### src/design/cfs_pkg.sv
// ----------------------------------------------------------------------------
// Cuckoo fingerprint set package
// Outcome codes, the command type and the queue record shared by the modules.
// ----------------------------------------------------------------------------
package cfs_pkg;

  localparam int unsigned TAG_W     = 32;
  localparam int unsigned FP_W      = 64;
  localparam int unsigned OUTCOME_W = 3;
  localparam int unsigned COUNT_W   = 13;
  localparam int unsigned STASH_N   = 2;

  typedef enum logic [OUTCOME_W-1:0] {
    OC_MISS    = 3'd0,
    OC_HIT     = 3'd1,
    OC_PRESENT = 3'd2,
    OC_PLACED  = 3'd3,
    OC_STASHED = 3'd4,
    OC_DROPPED = 3'd5
  } outcome_t;

  // Command recorded by the front end and handed to the back end.
  typedef struct packed {
    logic               insert;
    logic [TAG_W-1:0]   tag;
    logic [TAG_W-1:0]   lo;
  } cmd_t;

  // Tag is 1 + fp mod (2^32 - 1), using an end-around carry.
  function automatic logic [TAG_W-1:0] make_tag(input logic [FP_W-1:0] fp);
    logic [TAG_W-1:0] lo;
    logic [TAG_W-1:0] hi;
    logic [TAG_W:0]   sum;
    lo = fp[TAG_W-1:0] + 32'd1;
    hi = fp[FP_W-1:TAG_W];
    if (lo == '0) begin
      lo = 32'd1;
    end
    sum = {1'b0, lo} + {1'b0, hi};
    return sum[TAG_W-1:0] + {31'd0, sum[TAG_W]};
  endfunction

endpackage

### src/design/cfs_front.sv
// ----------------------------------------------------------------------------
// Cuckoo fingerprint set front end
// Accepts commands, derives the tag and holds them in a two-entry queue.
// ----------------------------------------------------------------------------
module cfs_front (
  input  logic                   clk,
  input  logic                   rst_n,
  input  logic                   in_tvalid,
  output logic                   in_tready,
  input  logic [cfs_pkg::FP_W-1:0] in_data,
  input  logic                   in_cmd,
  output logic                   q_valid,
  input  logic                   q_ready,
  output cfs_pkg::cmd_t          q_cmd
);
  import cfs_pkg::*;

  cmd_t       ent_r [2];
  logic [1:0] cnt_r, cnt_nxt;
  logic       rd_r, wr_r;
  logic       push, pop;
  cmd_t       new_cmd;

  assign in_tready = (cnt_r != 2'd2);
  assign push      = in_tvalid && in_tready;
  assign q_valid   = (cnt_r != 2'd0);
  assign pop       = q_valid && q_ready;
  assign q_cmd     = ent_r[rd_r];

  always_comb begin
    new_cmd.insert = in_cmd;
    new_cmd.tag    = make_tag(in_data);
    new_cmd.lo     = in_data[TAG_W-1:0];
    cnt_nxt        = cnt_r + {1'b0, push} - {1'b0, pop};
  end

  always_ff @(posedge clk) begin
    if (!rst_n) begin
      cnt_r <= '0;
      rd_r  <= 1'b0;
      wr_r  <= 1'b0;
    end else begin
      cnt_r <= cnt_nxt;
      if (push) begin
        wr_r <= ~wr_r;
      end
      if (pop) begin
        rd_r <= ~rd_r;
      end
    end
  end

  always_ff @(posedge clk) begin
    if (push) begin
      ent_r[wr_r] <= new_cmd;
    end
  end

  a_cnt_range: assert property (@(posedge clk) disable iff (!rst_n) cnt_r != 2'd3)
    else $error("queue count out of range");
  a_full_blocks: assert property (@(posedge clk) disable iff (!rst_n)
    cnt_r == 2'd2 |-> !in_tready) else $error("full queue accepts");
  a_empty_idle: assert property (@(posedge clk) disable iff (!rst_n)
    cnt_r == 2'd0 |-> !q_valid) else $error("empty queue offers");

endmodule

### config.mk
export PLATFORM = sky130hd
export DESIGN_NAME = cfs_front
export DESIGN_NICKNAME = d
export VERILOG_FILES = /design/src/design/cfs_pkg.sv /design/src/design/cfs_front.sv
export SDC_FILE = /design/constraint.sdc
export NUM_CORES = 1
export LEC_CHECK = 0
export BUFFER_PORTS_ARGS = -buffer_cell sky130_fd_sc_hd__buf_4
export CORE_ASPECT_RATIO = 0.8
export CORE_UTILIZATION = 40
export CTS_BUF_LIST = sky130_fd_sc_hd__clkbuf_4 sky130_fd_sc_hd__clkbuf_8 sky130_fd_sc_hd__clkbuf_16
export DETAILED_ROUTE_END_ITERATION = 12
export HOLD_SLACK_MARGIN = 0.15
export SYNTH_ARGS = -nofsm -noshare
export SYNTH_HDL_FRONTEND = slang
export SYNTH_SLANG_ARGS = --single-unit
### constraint.sdc
create_clock -name clk -period 8.4 [get_ports clk]
set_clock_uncertainty 0.05 [all_clocks]
set_input_delay 0.42 -clock clk [delete_from_list [all_inputs] [get_ports clk]]
set_output_delay 0.42 -clock clk [all_outputs]
set_load 0.03 [all_outputs]
==> results of run 1 <==
-- worst reg2reg max path: stages, from the launching register on --
cell	delay, ns
dfxtp_1	0.35
nand2b_1	0.16
nand2_1	0.13
nor2_4	0.11
buf_4	0.70
-- cells by family after synthesis --
family          Yosys count  share of synthesized area
xor+xnor                 88                     0.0967
flops                   135                      0.493
compound gates          130                      0.110
fa+ha+maj                38                     0.0595
mux                      66                     0.0914
buf+inv                  40                     0.0187
simple gates            202                      0.130
-- per-stage QoR --
step	std cells	worst slack, ns	total power (W)	utilization
3_3_place_gp	1074	1.20	0.00185	0.473
5_1_grt	1110	0.320	0.00271	0.505
6_report	1110	1.00	0.00259	0.505
4_1_cts	1110	0.921	0.00261	0.505
2_1_floorplan	699	2.25	0.00155	-
3_5_place_dp	1074	1.02	0.00186	0.473
-- how the worst max path moves through the flow --
stage / startpoint / endpoint / slack [ns] / cells after the start
after floorplan: in_data[0] / ent_r[0][63]$_DFFE_PP_ / 2.25 / 30
after global placement: in_data[0] / ent_r[0][63]$_DFFE_PP_ / 1.20 / 31
after detailed placement: in_data[0] / ent_r[1][63]$_DFFE_PP_ / 1.02 / 31
after CTS: in_data[1] / ent_r[0][63]$_DFFE_PP_ / 0.92 / 32
after global routing: in_data[1] / ent_r[0][63]$_DFFE_PP_ / 0.32 / 32
final: in_data[1] / ent_r[0][63]$_DFFE_PP_ / 1.00 / 32
-- sequential cells by signal, indices dropped and copies added, names as in the netlist, named ones only --
| signal | count |
|---|---|
| rd_r | 1 |
| ent_r | 130 |
| cnt_r | 2 |
| wr_r | 1 |
-- timing repair --
item | CTS | global route
hold buffers | 4 | 0
gates resized for setup | 0 | 0
hold endpoints to repair | 8 | 0
-- cells in the final DEF (no fill, tap or decap), types with 10 or more instances in the layout --
| cell | count |
|---|---|
| a21o_1 | 15 |
| o21ai_0 | 14 |
| mux2_2 | 65 |
| and2_1 | 10 |
| xnor2_1 | 60 |
| ha_1 | 37 |
| nor2_1 | 40 |
| edfxtp_1 | 130 |
| clkbuf_16 | 17 |
| a21oi_1 | 37 |
| nand2_1 | 45 |
| xor2_1 | 27 |
| nor3_1 | 15 |
| buf_4 | 138 |
| nand4_1 | 19 |
| inv_1 | 13 |
| nand3_1 | 27 |
-- metal layers --
metal / global-route usage / part of all wire / up-vias
met5: 0 / 0 / -
met4: 0.0527 / 0.0081 / 0
met3: 0.0359 / 0.041 / 13
met2: 0.321 / 0.48 / 146
met1: 0.260 / 0.48 / 2830
li1: - / - / 2917
-- cell type report --
cell class,instances,area share
flip-flops and latches,135,0.400
clock inverters,14,0.0159
well taps,264,0.0330
inverters,13,0.00487
multi-input cells,524,0.396
clock buffers,18,0.0432
repair buffers,142,0.107
-- report_power, final --
| part | total (W) | switching (W) | internal (W) |
|---|---|---|---|
| Clock | 0.000742 | 0.000276 | 0.000466 |
| Combinational | 0.000933 | 0.000554 | 0.000380 |
| Sequential | 0.000910 | 0.0000403 | 0.000870 |
| Total | 0.00259 | 0.000870 | 0.00172 |
==> flow_summary.ini, run 1 <==
[status]
outcome = complete, no violations

[synthesis]
netlist_area_um2 = 8110
yosys.area.top_type = edfxtp_1
ys_seq_elements = 135
avgSynthCellArea_um2 = 11.6
synth_nets = 806
ys_seq_area_frac = 0.493
post-synth-top-count-cell = edfxtp_1
async_reset_ff_frac = 0
synth_ff_type = edfxtp_1
yosysUniqueCellTypes = 71
synthTopCellsByCount = edfxtp_1, mux2_2, xnor2_1
synth_top_area_share = 0.481
synthTopCellsByArea = edfxtp_1, mux2_2, xnor2_1
yosysWarningCount = 0
synthCells = 699
synth_edf_count = 130

[setup_path]
cp.arrival_ns = 7.52
cp_common_cell = nand4_1
reg2regPathDepth = 4
path_class = in -> reg
reg2reg_to = ent_r[0][52]$_DFFE_PP_
reg2reg_slack_ns = 6.47
crit_fanout = 6
reg2reg_from = cnt_r[0]$_SDFF_PN0_
crit_buf_inv = 2
crit_family = simple AND/OR/NAND/NOR gates
worstSetupStartpointType = input port
cp_slowest_stage_delay_ns = 0.53
worstSetupEndpointType = register
critPathRequiredTime_ns = 8.52
slowest_stage = nor3_1

[clocking]
h-tree-depth = 4
cts_buffers = 17
cts_tree = built
clkTransAtPathRegs_ns = 0.06
clockBufferDepth = 2
clk_latency_ns = 0.42
cts_setup_buffers = 0
cts_root_buf = clkbuf_16
clkSinkCount = 135

[placed_design]
gp_congestion = 0.875
dp_hpwl_um = 14700
numPortBuffers = 135
place_area_um2 = 9390

[job]
maxCapViolations = 0

[sta]
setup_viol = 0
fin_crit_ns = 7.40
holdWs_ns = 0.168
worst_slew_pin_slew_ns = 0.910
relSlewSlack = 0.393
setup_tns_ns = 0
drv_slew = 0
rsz0062_at_grt = false
max_freq_mhz = 135
finalCritPeriodShare = 0.881
hold_viol = 0

[hold_path]
min_to = ent_r[1][30]$_DFFE_PP_
min_path_type = in -> reg
min_path_cells = 1
min_from = in_data[30]

[route]
drt_pass1_iterations = 5
viasPerCell = 5.32
dr.first_iter.drc_count = 316
avgRoutedWirePerCell_um = 17.7
postRouteAntennaNets = 0
totalWireLength_um = 19600
drc = 0
vias = 5906

[floorplan]
core_um2 = 19900
ios = 136
die_w_um = 161
row_count = 46
start_util = 0.409
fp.dieH_um = 129
die-area_um2 = 20900

[pwr]
p_leak_nw = 3.79
power_density_nw_per_um2 = 258
ir_drop_uv = 152

[final_layout]
drive_gt1_frac = 0.298
multi_input_area_um2 = 3970
stdcell_area_um2 = 10000
seqCellArea_um2 = 4010
n_antenna_cell = 0
fill_cells = 1793
area_delta_synth_final_pct = 23.5
final_nets = 940

[grt]
grtUsageTotal = 0.193
overflow = 0
antenna_found_initial = 0
grt_max_degree = 66
grt_pass1_vias = 5902
grt_first_pass_wirelength_um = 30700
Power figures use the tool's default switching activity.
==> inputs of run 2 (changes only) <==
CORE_MARGIN = 3   (was not set)
CORE_UTILIZATION = 35   (was 40)
==> run 2 against run 1 <==
Effect of this change:
- via count increased by 1.0%
- clock-buffer cell count is the same
- largest cell class unchanged
- non-clock buffer count unchanged
- cell area is 0.26% higher
- die area rose by 20%
- utilization is 6.1 points lower
- critical path type unchanged
- largest power group unchanged
- power shrank 0.56%
- cell count up 3.7%
==> flow_summary.ini, run 2 (synthesis gave the netlist of run 1 again) <==
[placed_design]
gp_congestion = 0.863
place_ws_ns = 1.06
numPortBuffers = 135
dp_hpwl_um = 15100

[floorplan]
start_util = 0.359
row_count = 49
die-area_um2 = 25100
core_um2 = 22600
die_w_um = 176
ios = 136
fp.dieH_um = 142

[sta]
relSlewSlack = 0.350
max_freq_mhz = 135
hold_viol = 0
drv_slew = 0
rsz0062_at_grt = false
holdWs_ns = 0.167
setup_tns_ns = 0
setup_viol = 0
worst_slew_pin_slew_ns = 0.973
layout_setup_ws_ns = 0.972
fin_crit_ns = 7.43
finalCritPeriodShare = 0.884

[clocking]
clkSinkCount = 135
cts_root_buf = clkbuf_16
cts_tree = built
cts_setup_buffers = 0
cts_resized = 0
cts_buffers = 17
clockBufferDepth = 2
clkTransAtPathRegs_ns = 0.06
clk_latency_ns = 0.42
h-tree-depth = 4

[pwr]
switching_power_w = 0.000885
power_density_nw_per_um2 = 256
p_leak_nw = 3.77
power.internal_w = 0.00169
p_comb_frac = 0.376
seq_power_share = 0.346
clockPowerShare = 0.278
sw_frac_of_total = 0.344
ir_drop_uv = 131

[grt]
antenna_found_initial = 0
grt_max_degree = 66
grt_first_pass_wirelength_um = 31000
overflow = 0
grt_pass1_vias = 5724
grtUsageTotal = 0.161

[final_layout]
largest_reg_flops = 130
final_common_cell = buf_4
largest-register = ent_r
area_delta_synth_final_pct = 23.8
n_antenna_cell = 0
final_cell_mix = buf_4, edfxtp_1, mux2_2
final_nets = 940
multi_input_area_um2 = 3970
fill_cells = 2098
seqCellArea_um2 = 4010
drive_gt1_frac = 0.299
reg.largest.list = ent_r: 130 flops, cnt_r: 2 flops

[setup_path]
reg2reg_from = cnt_r[0]$_SDFF_PN0_
crit_fanout = 6
reg2reg_slack_ns = 5.98
path_class = in -> reg
worstSetupEndpointType = register
cp-endpoint = ent_r[0][63]$_DFFE_PP_
startpoint = in_data[1]
slowest_stage = dlygate4sd3_1
cp_slowest_stage_delay_ns = 0.53
worstSetupStartpointType = input port
reg2regPathDepth = 4
cp.arrival_ns = 7.54
reg2reg_to = ent_r[0][62]$_DFFE_PP_
cp_common_cell = nand4_1
critPathRequiredTime_ns = 8.51

[route]
avgRoutedWirePerCell_um = 17.7
drc = 0
viasPerCell = 5.18
dr.first_iter.drc_count = 389
totalWireLength_um = 20400
vias = 5966
drt_pass1_iterations = 4
postRouteAntennaNets = 0

[status]
outcome = complete, no violations

[hold_path]
min_path_type = in -> reg

[job]
maxCapViolations = 0
-- run 2: critical path: cells and delay by family --
| kind | cells | cell delay, ns |
|---|---|---|
| and+or+nand+nor | 18 | 3.65 |
| AOI/OAI and AO/OA | 7 | 1.63 |
| xor gates and xnor gates | 2 | 0.25 |
| buffers and inverters | 2 | 0.66 |
| adders and majority gates | 3 | 0.91 |
-- run 2: power by group through the flow --
stage | combinational, W | clock [W] | sequential [W]
2_1_floorplan | 0.000651 | 0 | 0.000904
3_3_place_gp | 0.000969 | 0 | 0.000900
3_5_place_dp | 0.000970 | 0 | 0.000904
4_1_cts | 0.000978 | 0.000728 | 0.000890
5_1_grt | 0.00104 | 0.000756 | 0.000898
6_report | 0.000968 | 0.000714 | 0.000889
-- run 2: how the worst min path moves through the flow --
| stage | start | endpoint | depth (start not counted) |
|---|---|---|---|
| 5_1_grt | in_data[31] | ent_r[1][31]$_DFFE_PP_ | 1 |
| 2_1_floorplan | rd_r$_SDFFE_PN0P_ | register | 2 |
| 4_1_cts | in_data[31] | ent_r[1][31]$_DFFE_PP_ | 1 |
| 3_5_place_dp | rd_r$_SDFFE_PN0P_ | register | 2 |
| 6_report | in_data[31] | ent_r[1][31]$_DFFE_PP_ | 1 |
| 3_3_place_gp | rd_r$_SDFFE_PN0P_ | rd_r$_SDFFE_PN0P_ | 2 |
-- run 2: layout make-up --
type,count,area share
tap,306,0.0381
timing repair buffer,142,0.107
clock inverter,13,0.0132
clock buffer,18,0.0431
inverter,13,0.00486
multi-input combinational,524,0.395
sequential,135,0.399
-- run 2: layer usage --
| layer | part of all wire | GRT usage |
|---|---|---|
| met5 | 0 | 0 |
| met3 | 0.044 | 0.0323 |
| met1 | 0.50 | 0.232 |
| met4 | 0.011 | 0.0450 |
| met2 | 0.45 | 0.247 |
-- run 2: what timing repair did --
item                                    in CTS  in global routing
hold buffers                                 4                  0
hold endpoints to repair                     8                  0
endpoints found under the setup margin       0                  0
-- run 2: through the flow --
step / utilization / cell area [µm²] / instances / power [W]
global placement: 0.417 / 9440 / 1116 / 0.00187
finish: 0.444 / 10000 / 1151 / 0.00257
floorplan: - / 8110 / 699 / 0.00155
detailed placement: 0.417 / 9440 / 1116 / 0.00187
CTS: 0.444 / 10000 / 1151 / 0.00260
global route: 0.444 / 10000 / 1151 / 0.00269
==> inputs of run 3 (changes only) <==
BUFFER_PORTS_ARGS = -buffer_cell sky130_fd_sc_hd__buf_2   (was -buffer_cell sky130_fd_sc_hd__buf_4)
==> run 3 against run 2 <==
Effect of this change:
- wire length is 0.18% lower
- first-iteration DRC count is 4.4% lower
- via count shrank 0.84%
- power shrank 3.0%
- non-clock buffer count fell by 3
- largest power group is now registers
- setup slack improved by 0.56 ns
- cell area is 3.7% lower
- sequential power up 2.5%
- hold slack improved by 0.014 ns
- register-to-register slack better by 0.49 ns
- critical path type unchanged
==> flow_summary.ini, run 3 (synthesis gave the netlist of run 1 again) <==
[status]
outcome = complete, no violations

[clocking]
clkSinkCount = 135
clockBufferDepth = 2
cts_resized = 0
clkTransAtPathRegs_ns = 0.06
cts_root_buf = clkbuf_16
cts_tree = built
h-tree-depth = 4
clk_latency_ns = 0.42
cts_buffers = 17

[final_layout]
reg.largest.list = ent_r: 130 flops, cnt_r: 2 flops
final_common_cell = buf_2
largest-register = ent_r
drive_gt1_frac = 0.302
largest_reg_flops = 130
final_cell_mix = buf_2, edfxtp_1, mux2_2
n_antenna_cell = 0
fill_cells = 2187
final_nets = 937
area_delta_synth_final_pct = 19.3

[floorplan]
fp.dieH_um = 142
core_um2 = 22600
row_count = 49
start_util = 0.359
die_w_um = 176
die-area_um2 = 25100
ios = 136

[route]
postRouteAntennaNets = 0
avgRoutedWirePerCell_um = 17.7
totalWireLength_um = 20400
viasPerCell = 5.15
vias = 5916
dr.first_iter.drc_count = 372
drt_pass1_iterations = 5
drc = 0

[pwr]
power_density_nw_per_um2 = 258
p_leak_nw = 3.64
fin_total_pwr_w = 0.00249
ir_drop_uv = 139

[sta]
drv_slew = 0
layout_setup_ws_ns = 1.53
worst_slew_pin_slew_ns = 0.947
setup_viol = 0
rsz0062_at_grt = false
holdWs_ns = 0.181
setup_tns_ns = 0
relSlewSlack = 0.369
fin_crit_ns = 6.87
hold_viol = 0
finalCritPeriodShare = 0.818
max_freq_mhz = 146

[grt]
antenna_found_initial = 0
grt_max_degree = 67
grt_pass1_vias = 5786
overflow = 0
grtUsageTotal = 0.163
grt_first_pass_wirelength_um = 31500

[setup_path]
crit_fanout = 6
path_class = in -> reg
cp.arrival_ns = 7.07
worstSetupEndpointType = register
slowest_stage = nor3_1
worstSetupStartpointType = input port
critPathRequiredTime_ns = 8.60
cp_slowest_stage_delay_ns = 0.48

[job]
maxCapViolations = 0

[placed_design]
dp_hpwl_um = 15100
gp_congestion = 0.853
numPortBuffers = 135
place_ws_ns = 1.06

[hold_path]
min_path_type = in -> reg
## run 3: changes by cell type in the layout (fill, tap and decap cells not counted)
cell           delta
inv_6             +5
dlygate4sd3_1     -3
clkinv_1          -1
clkinv_2          -2
buf_4           -135
clkinvlp_4        +1
clkbuf_4          -1
buf_2           +135
bufinv_16         -1
## run 3: final timing paths
path	start	to	slack [ns]	depth (start not counted)
setup / recovery	in_data[0]	ent_r[0][59]$_DFFE_PP_	1.53	31
hold / removal	in_data[1]	ent_r[1][1]$_DFFE_PP_	0.18	1
setup reg to reg	cnt_r[0]$_SDFF_PN0_	ent_r[0][59]$_DFFE_PP_	6.47	4
hold reg to reg	rd_r$_SDFFE_PN0P_	rd_r$_SDFFE_PN0P_	0.49	2
## run 3: stage by stage
stage	util	cell area (µm²)	instances
6_report	0.428	9680	1149
5_1_grt	0.428	9680	1149
3_5_place_dp	0.402	9100	1116
4_1_cts	0.428	9680	1149
3_3_place_gp	0.402	9100	1116
2_1_floorplan	-	8110	699
## run 3: repair_timing
action,4_1_cts,5_1_grt
setup buffers,0,0
hold buffers,1,0
endpoints found under the hold margin,2,0
## run 3: per-layer routing
layer	wire length, µm	vias to the layer above	global-route usage	part of all wire
li1	-	2913	-	-
met1	9940	2838	0.229	0.49
met2	9330	151	0.259	0.46
met3	902	14	0.0339	0.044
met4	181	0	0.0408	0.0089
met5	0	-	0	0
## run 3: worst max-delay path, delay by kind of cell
family / cells / cell delay [ns]
simple gates: 18 / 3.61
compound gates: 7 / 1.58
fa+ha+maj: 3 / 0.92
xor+xnor: 2 / 0.37
buf+inv: 1 / 0.13
## run 3: power breakdown
part / internal, W / switching (W) / total, W
logic: 0.000313 / 0.000561 / 0.000873
registers: 0.000870 / 0.0000414 / 0.000911
clock network: 0.000412 / 0.000299 / 0.000710
total: 0.00159 / 0.000901 / 0.00249
## run 3: cell type report
cell class	instances	area, µm²	area share
well taps	306	383	0.0396
flip-flops and latches	135	4010	0.414
clock inverters	15	140	0.0145
repair buffers	139	708	0.0732
clock buffers	17	425	0.0440
multi-input cells	524	3970	0.410
inverters	13	48.8	0.00504
